## src/hw/rtl/fpmm_pkg.sv

```systemverilog
// shared types and constants for the single precision matrix multiplier
package fpmm_pkg;

    localparam int MAX_DIM_DEFAULT = 64;
    localparam int CFG_WIDTH       = 7;
    localparam int IDX_WIDTH       = 6;
    localparam int PADDR_WIDTH     = 4;
    localparam logic [31:0] CANON_NAN = 32'h7FC0_0000;

    typedef enum logic [1:0] {
        OP_WRITE_A = 2'd0,
        OP_WRITE_B = 2'd1,
        OP_READ_C  = 2'd2
    } op_t;

    typedef enum logic [1:0] {
        REG_ROWS  = 2'd0,
        REG_COLS  = 2'd1,
        REG_DEPTH = 2'd2
    } reg_idx_t;

    typedef enum logic [2:0] {
        ST_IDLE,
        ST_FETCH,
        ST_LOAD,
        ST_MAC,
        ST_EMIT
    } state_t;

    typedef enum logic [2:0] {
        MS_IDLE,
        MS_MUL,
        MS_MLZ,
        MS_MRND,
        MS_ALIGN,
        MS_ALZ,
        MS_ARND
    } mac_step_t;

    typedef struct packed {
        logic clear;
        logic start;
    } mac_ctl_t;

endpackage

```

## src/hw/rtl/fpmm_mac.sv

```systemverilog
// shared single precision multiply then add unit with accumulator
module fpmm_mac
    import fpmm_pkg::*;
(
    input  logic        clk,
    input  logic        rst_n,
    input  mac_ctl_t    ctl,
    input  logic [31:0] a_bits,
    input  logic [31:0] b_bits,
    output logic        done,
    output logic [31:0] acc_bits
);

    mac_step_t step_reg, step_next;

    logic [31:0] a_reg, b_reg, p_reg, acc_reg;
    logic [47:0] prod_reg;
    logic [47:0] prod_reg_sh;
    logic signed [10:0] pexp_reg, aexp_reg;
    logic [5:0]  plz_reg;
    logic        psign_reg, pnan_reg, pinf_reg, pzero_reg;
    logic [27:0] sum_reg;
    logic [4:0]  alz_reg;
    logic        asign_reg, zsign_reg, anan_reg, ainf_reg;

    function automatic logic [5:0] lzc48(input logic [47:0] v);
        logic [5:0] n;
        n = 6'd0;
        for (int i = 0; i < 48; i++) begin
            if (v[i]) n = 6'(47 - i);
        end
        return n;
    endfunction

    function automatic logic [4:0] lzc28(input logic [27:0] v);
        logic [4:0] n;
        n = 5'd0;
        for (int i = 0; i < 28; i++) begin
            if (v[i]) n = 5'(27 - i);
        end
        return n;
    endfunction

    // sig has its leading one at bit 27, e is the biased exponent of that bit
    function automatic logic [31:0] round_pack(input logic s, input logic signed [10:0] e,
                                               input logic [27:0] sig);
        logic [59:0] wide;
        logic [10:0] amt;
        logic [4:0]  amt_sat;
        logic [27:0] sh;
        logic        lost, g, st, inc, subn;
        logic [24:0] rnd;
        logic signed [10:0] eo;
        logic [22:0] mo;
        subn = (e < 11'sd1);
        amt = 11'(11'sd1 - e);
        amt_sat = (amt > 11'd31) ? 5'd31 : amt[4:0];
        wide = {sig, 32'b0} >> amt_sat;
        if (subn) begin
            sh = wide[59:32];
            lost = |wide[31:0];
        end else begin
            sh = sig;
            lost = 1'b0;
        end
        g = sh[3];
        st = (|sh[2:0]) | lost;
        inc = g & (st | sh[4]);
        rnd = {1'b0, sh[27:4]} + {24'b0, inc};
        if (subn) begin
            eo = rnd[23] ? 11'sd1 : 11'sd0;
            mo = rnd[22:0];
        end else if (rnd[24]) begin
            eo = e + 11'sd1;
            mo = 23'b0;
        end else begin
            eo = e;
            mo = rnd[22:0];
        end
        if (eo >= 11'sd255) return {s, 8'hFF, 23'b0};
        return {s, eo[7:0], mo};
    endfunction

    // multiply stage decode
    logic [7:0]  ea, eb;
    logic [23:0] ma, mb;
    logic        a_nan, b_nan, a_inf, b_inf, a_zero, b_zero;

    always_comb
    begin
        ea = a_reg[30:23];
        eb = b_reg[30:23];
        ma = {ea != 8'd0, a_reg[22:0]};
        mb = {eb != 8'd0, b_reg[22:0]};
        a_nan = (ea == 8'hFF) && (a_reg[22:0] != 23'd0);
        b_nan = (eb == 8'hFF) && (b_reg[22:0] != 23'd0);
        a_inf = (ea == 8'hFF) && (a_reg[22:0] == 23'd0);
        b_inf = (eb == 8'hFF) && (b_reg[22:0] == 23'd0);
        a_zero = (ea == 8'd0) && (a_reg[22:0] == 23'd0);
        b_zero = (eb == 8'd0) && (b_reg[22:0] == 23'd0);
    end

    // add stage decode and alignment
    logic [7:0]  ex, ey, ebig, esml;
    logic        x_nan, y_nan, x_inf, y_inf, x_big;
    logic [23:0] mbig, msml;
    logic [7:0]  dexp;
    logic [4:0]  dsat;
    logic [57:0] yfull;
    logic [26:0] y_al;
    logic [27:0] sum_w;
    logic        sbig, ssml;

    always_comb
    begin
        ex = acc_reg[30:23];
        ey = p_reg[30:23];
        x_nan = (ex == 8'hFF) && (acc_reg[22:0] != 23'd0);
        y_nan = (ey == 8'hFF) && (p_reg[22:0] != 23'd0);
        x_inf = (ex == 8'hFF) && (acc_reg[22:0] == 23'd0);
        y_inf = (ey == 8'hFF) && (p_reg[22:0] == 23'd0);
        x_big = acc_reg[30:0] >= p_reg[30:0];
        if (x_big) begin
            ebig = (ex == 8'd0) ? 8'd1 : ex;
            esml = (ey == 8'd0) ? 8'd1 : ey;
            mbig = {ex != 8'd0, acc_reg[22:0]};
            msml = {ey != 8'd0, p_reg[22:0]};
            sbig = acc_reg[31];
            ssml = p_reg[31];
        end else begin
            ebig = (ey == 8'd0) ? 8'd1 : ey;
            esml = (ex == 8'd0) ? 8'd1 : ex;
            mbig = {ey != 8'd0, p_reg[22:0]};
            msml = {ex != 8'd0, acc_reg[22:0]};
            sbig = p_reg[31];
            ssml = acc_reg[31];
        end
        dexp = ebig - esml;
        dsat = (dexp > 8'd31) ? 5'd31 : dexp[4:0];
        yfull = {msml, 3'b0, 31'b0} >> dsat;
        y_al = {yfull[57:32], yfull[31] | (|yfull[30:0])};
        if (sbig == ssml) sum_w = {1'b0, mbig, 3'b0} + {1'b0, y_al};
        else sum_w = {1'b0, mbig, 3'b0} - {1'b0, y_al};
    end

    always_comb
    begin
        step_next = step_reg;
        unique case (step_reg)
            MS_IDLE:  if (ctl.start) step_next = MS_MUL;
            MS_MUL:   step_next = MS_MLZ;
            MS_MLZ:   step_next = MS_MRND;
            MS_MRND:  step_next = MS_ALIGN;
            MS_ALIGN: step_next = MS_ALZ;
            MS_ALZ:   step_next = MS_ARND;
            MS_ARND:  step_next = MS_IDLE;
            default:  step_next = MS_IDLE;
        endcase
    end

    always_ff @(posedge clk or negedge rst_n)
    begin
        if (!rst_n) step_reg <= MS_IDLE;
        else step_reg <= step_next;
    end

    always_ff @(posedge clk)
    begin
        if (ctl.clear) acc_reg <= 32'd0;
        unique case (step_reg)
            MS_IDLE:
            begin
                if (ctl.start)
                begin
                    a_reg <= a_bits;
                    b_reg <= b_bits;
                end
            end
            MS_MUL:
            begin
                prod_reg <= ma * mb;
                pexp_reg <= 11'(signed'({3'b0, (ea == 8'd0) ? 8'd1 : ea}))
                          + 11'(signed'({3'b0, (eb == 8'd0) ? 8'd1 : eb})) - 11'sd126;
                psign_reg <= a_reg[31] ^ b_reg[31];
                pnan_reg <= a_nan | b_nan | (a_inf & b_zero) | (a_zero & b_inf);
                pinf_reg <= a_inf | b_inf;
                pzero_reg <= a_zero | b_zero;
            end
            MS_MLZ: plz_reg <= lzc48(prod_reg);
            MS_MRND:
            begin
                priority if (pnan_reg) p_reg <= CANON_NAN;
                else if (pinf_reg) p_reg <= {psign_reg, 8'hFF, 23'b0};
                else if (pzero_reg) p_reg <= {psign_reg, 31'b0};
                else
                begin
                    p_reg <= round_pack(psign_reg, pexp_reg - 11'(signed'({5'b0, plz_reg})),
                                        {prod_reg_sh[47:21], |prod_reg_sh[20:0]});
                end
            end
            MS_ALIGN:
            begin
                sum_reg <= sum_w;
                aexp_reg <= 11'(signed'({3'b0, ebig}));
                asign_reg <= x_inf ? acc_reg[31] : (y_inf ? p_reg[31] : sbig);
                zsign_reg <= acc_reg[31] & p_reg[31];
                anan_reg <= x_nan | y_nan | (x_inf & y_inf & (acc_reg[31] != p_reg[31]));
                ainf_reg <= x_inf | y_inf;
            end
            MS_ALZ: alz_reg <= lzc28(sum_reg);
            MS_ARND:
            begin
                priority if (anan_reg) acc_reg <= CANON_NAN;
                else if (ainf_reg) acc_reg <= {asign_reg, 8'hFF, 23'b0};
                else if (sum_reg == 28'd0) acc_reg <= {zsign_reg, 31'b0};
                else
                begin
                    acc_reg <= round_pack(asign_reg,
                                          aexp_reg + 11'sd1 - 11'(signed'({6'b0, alz_reg})),
                                          sum_reg << alz_reg);
                end
            end
            default: ;
        endcase
    end

    assign prod_reg_sh = prod_reg << plz_reg;

    assign done = (step_reg == MS_ARND);
    assign acc_bits = acc_reg;

endmodule

```

## config.mk

```make
export PLATFORM = sky130hd
export DESIGN_NAME = fpmm_mac
export DESIGN_NICKNAME = d
export VERILOG_FILES = /design/src/hw/rtl/fpmm_pkg.sv /design/src/hw/rtl/fpmm_mac.sv
export SDC_FILE = /design/constraint.sdc
export NUM_CORES = 2
export LEC_CHECK = 0
export BUFFER_PORTS_ARGS = -buffer_cell sky130_fd_sc_hd__buf_2
export CAP_MARGIN = 10
export CELL_PAD_IN_SITES_DETAIL_PLACEMENT = 0
export CELL_PAD_IN_SITES_GLOBAL_PLACEMENT = 1
export CORE_ASPECT_RATIO = 1.75
export CORE_MARGIN = 1.5
export CORE_UTILIZATION = 30
export CTS_CLUSTER_SIZE = 12
export DETAILED_ROUTE_END_ITERATION = 16
export PLACE_DENSITY = 0.59
export SYNTH_ARGS = -nofsm -noshare
export SYNTH_HDL_FRONTEND = slang
export SYNTH_SLANG_ARGS = --single-unit
export TNS_END_PERCENT = 1
```

## constraint.sdc

```tcl
create_clock -name clk -period 10.2 [get_ports clk]
set_input_delay 1.53 -clock clk [delete_from_list [all_inputs] [get_ports clk]]
set_output_delay 1.53 -clock clk [all_outputs]
set_load 0.01 [all_outputs]
```

# Yosys cells after proc, flatten, opt, wreduce, memory -nomap -nowiden
# Cells that the tools add are included.
# totals
ff_bits	245
out_inout_bits	33
wordCells	290
# classes
addsub	14
multipliers	1
order_cmp	8
eq_ne	13
n_shift	5
n_mux	151
bitwise_logic	21
reduce_logical	47
# ops
op	n
32-bit 2-to-1 mux	11
28-bit 2-to-1 mux	11
5-bit 2-to-1 mux	31
11-bit 2-to-1 mux	12
60-bit by 5-bit >> shifter with 60-bit output	2
6-bit 2-to-1 mux	16
32-bit OR reduction	3
23-bit logical NOT	4
23-bit 2-to-1 mux	4
23-bit nonzero test	4
4-bit 2-to-1 mux	16
58-bit by 5-bit >> shifter with 58-bit output	1
24-bit by 1-bit adder with 25-bit output	2
24-bit by 24-bit multiplier with 48-bit output	1
24-bit 2-to-1 mux	2
8-bit 2-to-1 mux	6
48-bit by 6-bit << shifter with 48-bit output	1
8-bit equality test (second input constant)	4
8-bit logical NOT	4
8-bit nonzero test	4
16-bit OR reduction	2
31-bit greater-or-equal comparator	1
31-bit OR reduction	1
27-bit by 27-bit adder with 28-bit output	1
other kinds (40)	116

# Logic depth before layout (Yosys ltp)
# logic_depth
word_depth	47
mapped_depth	47
ltp_nobuf	43

# Worst setup path after synthesis
# OpenSTA, ideal clock, no wires.
# synth_timing
kind	register to register
from	register acc_reg[9], in the netlist acc_bits[9]
to	register sum_reg[27] (data pin)
arrival_ns	8.963
required_time_ns	9.941
path_slack_ns	0.978
path_stages_with_launch	43
path_buffers	3
synth_period_minus_slack_ns	9.222
cell_sequence	edfxtp_1 > ha_1 > and4_1 > and4b_1 > or4_1 > o21ba_2 > nor2_1 > clkbuf_1 > buf_1 > a21oi_1 > ha_1 > nor2b_1 > o311a_1 > a211oi_1 > o21ai_1 > a211oi_1 > clkbuf_1 > mux2i_1 > (+7 left out) > nor2b_1 > o21ai_0 > a21oi_1 > o21a_1 > o21a_1 > o21ai_0 > a21oi_1 > o21ba_2 > o211ai_1 > a21oi_1 > o31ai_1 > a21oi_1 > a31oi_1 > a31o_2 > nor2_1 > nor4_1 > a211oi_1 > a211o_1
# synth_via
elab_chain_cells	10
word_cells_on_any_way	17
classes_between	add/sub (3); order compare (2); eq/ne (1); shift (1); mux (8); bitwise (1); reduce/logical (1)
# synth_lines
element	line	source
from (decl)	fpmm_mac.sv:16	logic [31:0] a_reg, b_reg, p_reg, acc_reg;
from (signal assigned)	fpmm_mac.sv:214	else if (ainf_reg) acc_reg <= {asign_reg, 8'hFF, 23'b0};
from (signal assigned)	fpmm_mac.sv:215	else if (sum_reg == 28'd0) acc_reg <= {zsign_reg, 31'b0};
from (signal assigned)	fpmm_mac.sv:218	acc_reg <= round_pack(asign_reg,
31-bit greater-or-equal comparator	fpmm_mac.sv:122	x_big = acc_reg[30:0] >= p_reg[30:0];
8-bit 2-to-1 mux	fpmm_mac.sv:123	if (x_big) begin
8-bit subtractor	fpmm_mac.sv:138	dexp = ebig - esml;
8-bit by 5-bit > comparator with 1-bit output	fpmm_mac.sv:139	dsat = (dexp > 8'd31) ? 5'd31 : dexp[4:0];
5-bit 2-to-1 mux	fpmm_mac.sv:139	
58-bit by 5-bit >> shifter with 58-bit output	fpmm_mac.sv:140	yfull = {msml, 3'b0, 31'b0} >> dsat;
31-bit OR reduction	fpmm_mac.sv:141	y_al = {yfull[57:32], yfull[31] | (|yfull[30:0])};
1-bit bitwise OR	fpmm_mac.sv:141	
27-bit by 27-bit subtractor with 28-bit output / 27-bit by 27-bit adder with 28-bit output (equally long branches)	fpmm_mac.sv:143, fpmm_mac.sv:142	
28-bit 2-to-1 mux *	fpmm_mac.sv:142	if (sbig == ssml) sum_w = {1'b0, mbig, 3'b0} + {1'b0, y_al};
via sum_w[27]	fpmm_mac.sv:111	logic [27:0] sum_w;
to (signal assigned)	fpmm_mac.sv:203	sum_reg <= sum_w;
to (decl)	fpmm_mac.sv:22	logic [27:0] sum_reg;
# The timed path passes the listed nets; every way through them passes the cells marked *.
# A chain may end at the register's enable or synchronous reset.

# Final worst setup path
# layout_timing
from	register p_reg[10]
to	register sum_reg[27] (data pin)
# layout_via
elab_chain_cells	10
word_cells_on_any_way	17
classes_between	add/sub (3); order compare (2); eq/ne (1); shift (1); mux (8); bitwise (1); reduce/logical (1)
# layout_lines
element	line	source
from (decl)	fpmm_mac.sv:16	
from (signal assigned)	fpmm_mac.sv:193	else if (pinf_reg) p_reg <= {psign_reg, 8'hFF, 23'b0};
from (signal assigned)	fpmm_mac.sv:194	else if (pzero_reg) p_reg <= {psign_reg, 31'b0};
from (signal assigned)	fpmm_mac.sv:197	p_reg <= round_pack(psign_reg, pexp_reg - 11'(signed'({5'b0, plz_reg})),
31-bit greater-or-equal comparator	fpmm_mac.sv:122	
8-bit 2-to-1 mux	fpmm_mac.sv:123	
8-bit subtractor	fpmm_mac.sv:138	
8-bit by 5-bit > comparator with 1-bit output	fpmm_mac.sv:139	
5-bit 2-to-1 mux	fpmm_mac.sv:139	
58-bit by 5-bit >> shifter with 58-bit output	fpmm_mac.sv:140	
31-bit OR reduction	fpmm_mac.sv:141	
1-bit bitwise OR	fpmm_mac.sv:141	
27-bit by 27-bit subtractor with 28-bit output / 27-bit by 27-bit adder with 28-bit output (equally long branches)	fpmm_mac.sv:143, fpmm_mac.sv:142	
28-bit 2-to-1 mux *	fpmm_mac.sv:142	
via sum_w[27]	fpmm_mac.sv:111	
# Marked as above.

==> qor_table.md <==
| Step | Item | This run |
|---|---|---|
| synthesis | Avg Synthesized Cell Area | 8.55 um^2 |
| detailed routing | Met3 wire length | 7070 um |
| synthesis | Area fraction of the dominant cell type after synthesis | 0.214 |
| timing | Count of endpoints failing setup in the final report | 0 |
| timing | Final hold viol count | 0 |
| clock tree | Clk pin slew, worst setup/hold paths | 0.07 ns |
| detailed routing | Drt via density | 5.51 |
| placed design | Routability congestion estimate | 1.04 |
| timing | RSZ-0062 raised after global routing | no |
| global routing | Initial antenna violation count | 10 |
| global routing | First-pass GRT wire length | 289000 um |
| clock tree | Clock latency on the worst-skew pair | 0.67 ns |
| critical path | Maximum fanout along the worst path | 15 |
| clock tree | Clock sink count | 244 |
| synthesis | Unique masters post-synth | 106 |
| synthesis | Yosys warnings | 0 |
| floorplanning | Top Ports | 101 |
| cells and area | Commonest cells after routing, fill and taps aside | sky130_fd_sc_hd__nand2_1 (721), sky130_fd_sc_hd__inv_1 (659), sky130_fd_sc_hd__fa_1 (487) |
| critical path | Highest-delay cell along the critical path | sky130_fd_sc_hd__nor3_1 |
| timing | Minimum clock period | 9.54 ns |
| critical path | Family with the most delay on the worst path | compound AO/OA/AOI/OAI gates |
| flow run | Max Cap Violations | 0 |
| placed design | Estimated wirelength of the detail-placed design | 165000 um |
| detailed routing | Routed wire length on met2 | 111000 um |
| placed design | Place WS | 0.213 ns |
| cells and area | Max reg flops | 48 |
| timing | Worst slew margin relative to its limit | 0.0891 |
| clock tree | Post-CTS Setup Inserts | 0 |
| floorplanning | Width of the die | 298 um |
| critical path | Capturing element type of the critical path | flip-flop |
| synthesis | Post-synthesis net count | 6201 |
| critical path | Stage delay of the slowest cell on the critical path | 0.64 ns |
| global routing | Grt ovf | 0 |
| timing | Final Slew Violations | 0 |
| timing | Setup slack of the critical path after layout | 0.662 ns |
| cells and area | Fraction of layout cells with a size suffix above 1 | 0.122 |
| critical path | Count of buffering cells on the critical path with inverters included | 5 |
| clock tree | Buffer cell driving the clock tree root | sky130_fd_sc_hd__clkbuf_16 |
| critical path | Most numerous cell on the critical path | sky130_fd_sc_hd__a21oi_1 |
| detailed routing | Vias after detailed routing | 41200 |
| clock tree | Number of buffers created by CTS | 29 |
| synthesis | Yosys reg bits | 244 |
| placed design | DP Cell Count | 7414 |
| detailed routing | Final wirelength | 199000 um |
| critical path | Required time worst endpoint | 10.61 ns |
| critical path | Arrival time reported for the critical path endpoint | 9.95 ns |
| critical path | Kind of start point of the critical path | flip-flop |
| detailed routing | Count of TritonRoute iterations in the first routing pass | 6 |
| floorplanning | Height of the die | 519 um |
| synthesis | Register area share after synthesis | 0.160 |
| detailed routing | First-iteration detailed-routing DRC count | 2740 |
| synthesis | Cells after Synth | 5337 |
| cells and area | Leading cell type in the layout, fill and taps excluded | sky130_fd_sc_hd__nand2_1 |
| global routing | Vias in the first global route | 43300 |
| synthesis | Number of enable-type register cells in the synthesized netlist | 241 |
| placed design | Buffers on Ports | 100 |
| synthesis | Cell area after synthesis | 45600 um^2 |
| timing | Final TNS setup | 0 ns |
| clock tree | Number of H-tree branching levels | 1 |
| timing | Final Skew | 0.0222 ns |
| global routing | Pin count of the biggest net entering global routing | 63 |
| clock tree | Maximum root-to-sink buffer count | 3 |
| hold path | Worst Hold Class | reg2reg |
| floorplanning | Site Rows | 189 |
| floorplanning | Die area | 155000 um^2 |
| timing | Final worst path period share | 0.935 |
| synthesis | Most used DFF post-synth | sky130_fd_sc_hd__edfxtp_1 |
| timing | Slew at the pin closest to its max-slew limit | 1.37 ns |
| synthesis | Fraction of registers with async set/reset | 0.0123 |
| cells and area | Post-layout net count | 6305 |
| floorplanning | Area of the placeable core | 151000 um^2 |
| global routing | Global-route usage over all layers | 0.254 |
| critical path | Class of the most critical setup path | reg2reg |
| floorplanning | Effective utilization at floorplan | 0.302 |
| detailed routing | Number of routed nets with antenna violations | 0 |
| detailed routing | DRC violation count after routing | 0 |
| cells and area | Final Instance Count excl. Fillers | 7469 |
| synthesis | Top cells by area in the synthesized netlist | sky130_fd_sc_hd__fa_1 (21%), sky130_fd_sc_hd__edfxtp_1 (16%), sky130_fd_sc_hd__ha_1 (8.5%), sky130_fd_sc_hd__nand2_1 (5.9%), sky130_fd_sc_hd__inv_1 (5.4%) |
| cells and area | Synthesis-to-layout area growth | 10.9% |
| detailed routing | Routed len/inst | 26.7 um |
| outcome | Status | complete, no violations |
| clock tree | Clock tree from TritonCTS | built |
| detailed routing | Detailed-route wire length on metal 1 | 60500 um |
| synthesis | Post-synth top area cell | sky130_fd_sc_hd__fa_1 |
| detailed routing | Highest routed metal layer | met5 |
| timing | Timing-limited maximum frequency | 0.105 GHz |
| timing | Smallest hold slack | 0.560 ns |
[synthesized netlist by cell type, types with 27 or more instances]
master / n
sky130_fd_sc_hd__a211oi_1: 52
sky130_fd_sc_hd__or2_2: 27
sky130_fd_sc_hd__and3_1: 44
sky130_fd_sc_hd__a21o_1: 54
sky130_fd_sc_hd__mux2i_1: 128
sky130_fd_sc_hd__o21a_1: 28
sky130_fd_sc_hd__a211o_1: 28
sky130_fd_sc_hd__nor4_1: 67
sky130_fd_sc_hd__mux4_2: 78
sky130_fd_sc_hd__nor2b_1: 27
sky130_fd_sc_hd__a21oi_1: 268
sky130_fd_sc_hd__xor2_1: 45
sky130_fd_sc_hd__nand2_1: 722
sky130_fd_sc_hd__ha_1: 309
sky130_fd_sc_hd__o211ai_1: 33
sky130_fd_sc_hd__clkbuf_1: 246
sky130_fd_sc_hd__nand4_1: 44
sky130_fd_sc_hd__nand3_1: 86
sky130_fd_sc_hd__fa_1: 487
sky130_fd_sc_hd__mux2_2: 66
sky130_fd_sc_hd__buf_2: 32
sky130_fd_sc_hd__o22ai_1: 39
sky130_fd_sc_hd__o21ai_0: 191
sky130_fd_sc_hd__xnor2_1: 97
sky130_fd_sc_hd__a31oi_1: 51
sky130_fd_sc_hd__edfxtp_1: 241
sky130_fd_sc_hd__o31ai_1: 29
sky130_fd_sc_hd__inv_1: 659
sky130_fd_sc_hd__or3_1: 28
sky130_fd_sc_hd__and2_1: 220
sky130_fd_sc_hd__nor3_1: 114
sky130_fd_sc_hd__nor2_1: 356
sky130_fd_sc_hd__o21bai_1: 35
sky130_fd_sc_hd__nand2b_1: 40
[what timing repair did]
item,CTS,global route
hold buffers,0,0
endpoints found under the setup margin,0,8
resized for setup,0,8
[path summary, 6_finish.rpt]
| kind | start | slack [ns] | depth (start not counted) | to |
|---|---|---|---|---|
| worst max-delay path | p_reg[10] | 0.66 | 43 | sum_reg[27] |
| worst min-delay path | psign_reg | 0.56 | 1 | p_reg[31] |
| worst max register to register | p_reg[10] | 0.66 | 43 | sum_reg[27] |
| worst min register to register | psign_reg | 0.56 | 1 | p_reg[31] |
| max in group asynchronous | rst_n | 9.40 | 1 | step_reg[2] |
| min in group asynchronous | rst_n | 0.67 | 1 | step_reg[1] |
[layout make-up]
cell class	count	area (um^2)
clock buffers	34	744
multi-input cells	4122	34700
clock inverters	16	161
fillers	16100	101000
diodes	4	10.0
repair buffers	375	2610
inverters	669	2510
flip-flops and latches	244	7310
well taps	2005	2510
[layer usage]
layer | track usage | vias up
met1 | 0.223 | 20500
met5 | 0 | -
met3 | 0.0231 | 625
li1 | - | 18600
met4 | 0.222 | 2
met2 | 0.504 | 1395
[logic make-up (layout without fill, tap and decap cells)]
family,after synthesis,after routing,synth area share
fa+ha+maj,796,796,0.298
flops,244,244,0.160
xor+xnor,143,143,0.0276
simple gates,1846,1846,0.193
buf+inv,971,1094,0.0812
mux,272,272,0.0829
other cells,0,4,0
compound gates,1065,1065,0.157
[metrics by stage]
stage / utilization / area [um^2]
floorplan: - / 45600
global placement: 0.328 / 49600
detailed placement: 0.328 / 49600
CTS: 0.334 / 50600
global route: 0.334 / 50600
finish: 0.334 / 50600
Power is left out: the tool's default activity adds up to more than one toggle a clock period on the data nets, which glitch-free logic cannot reach.
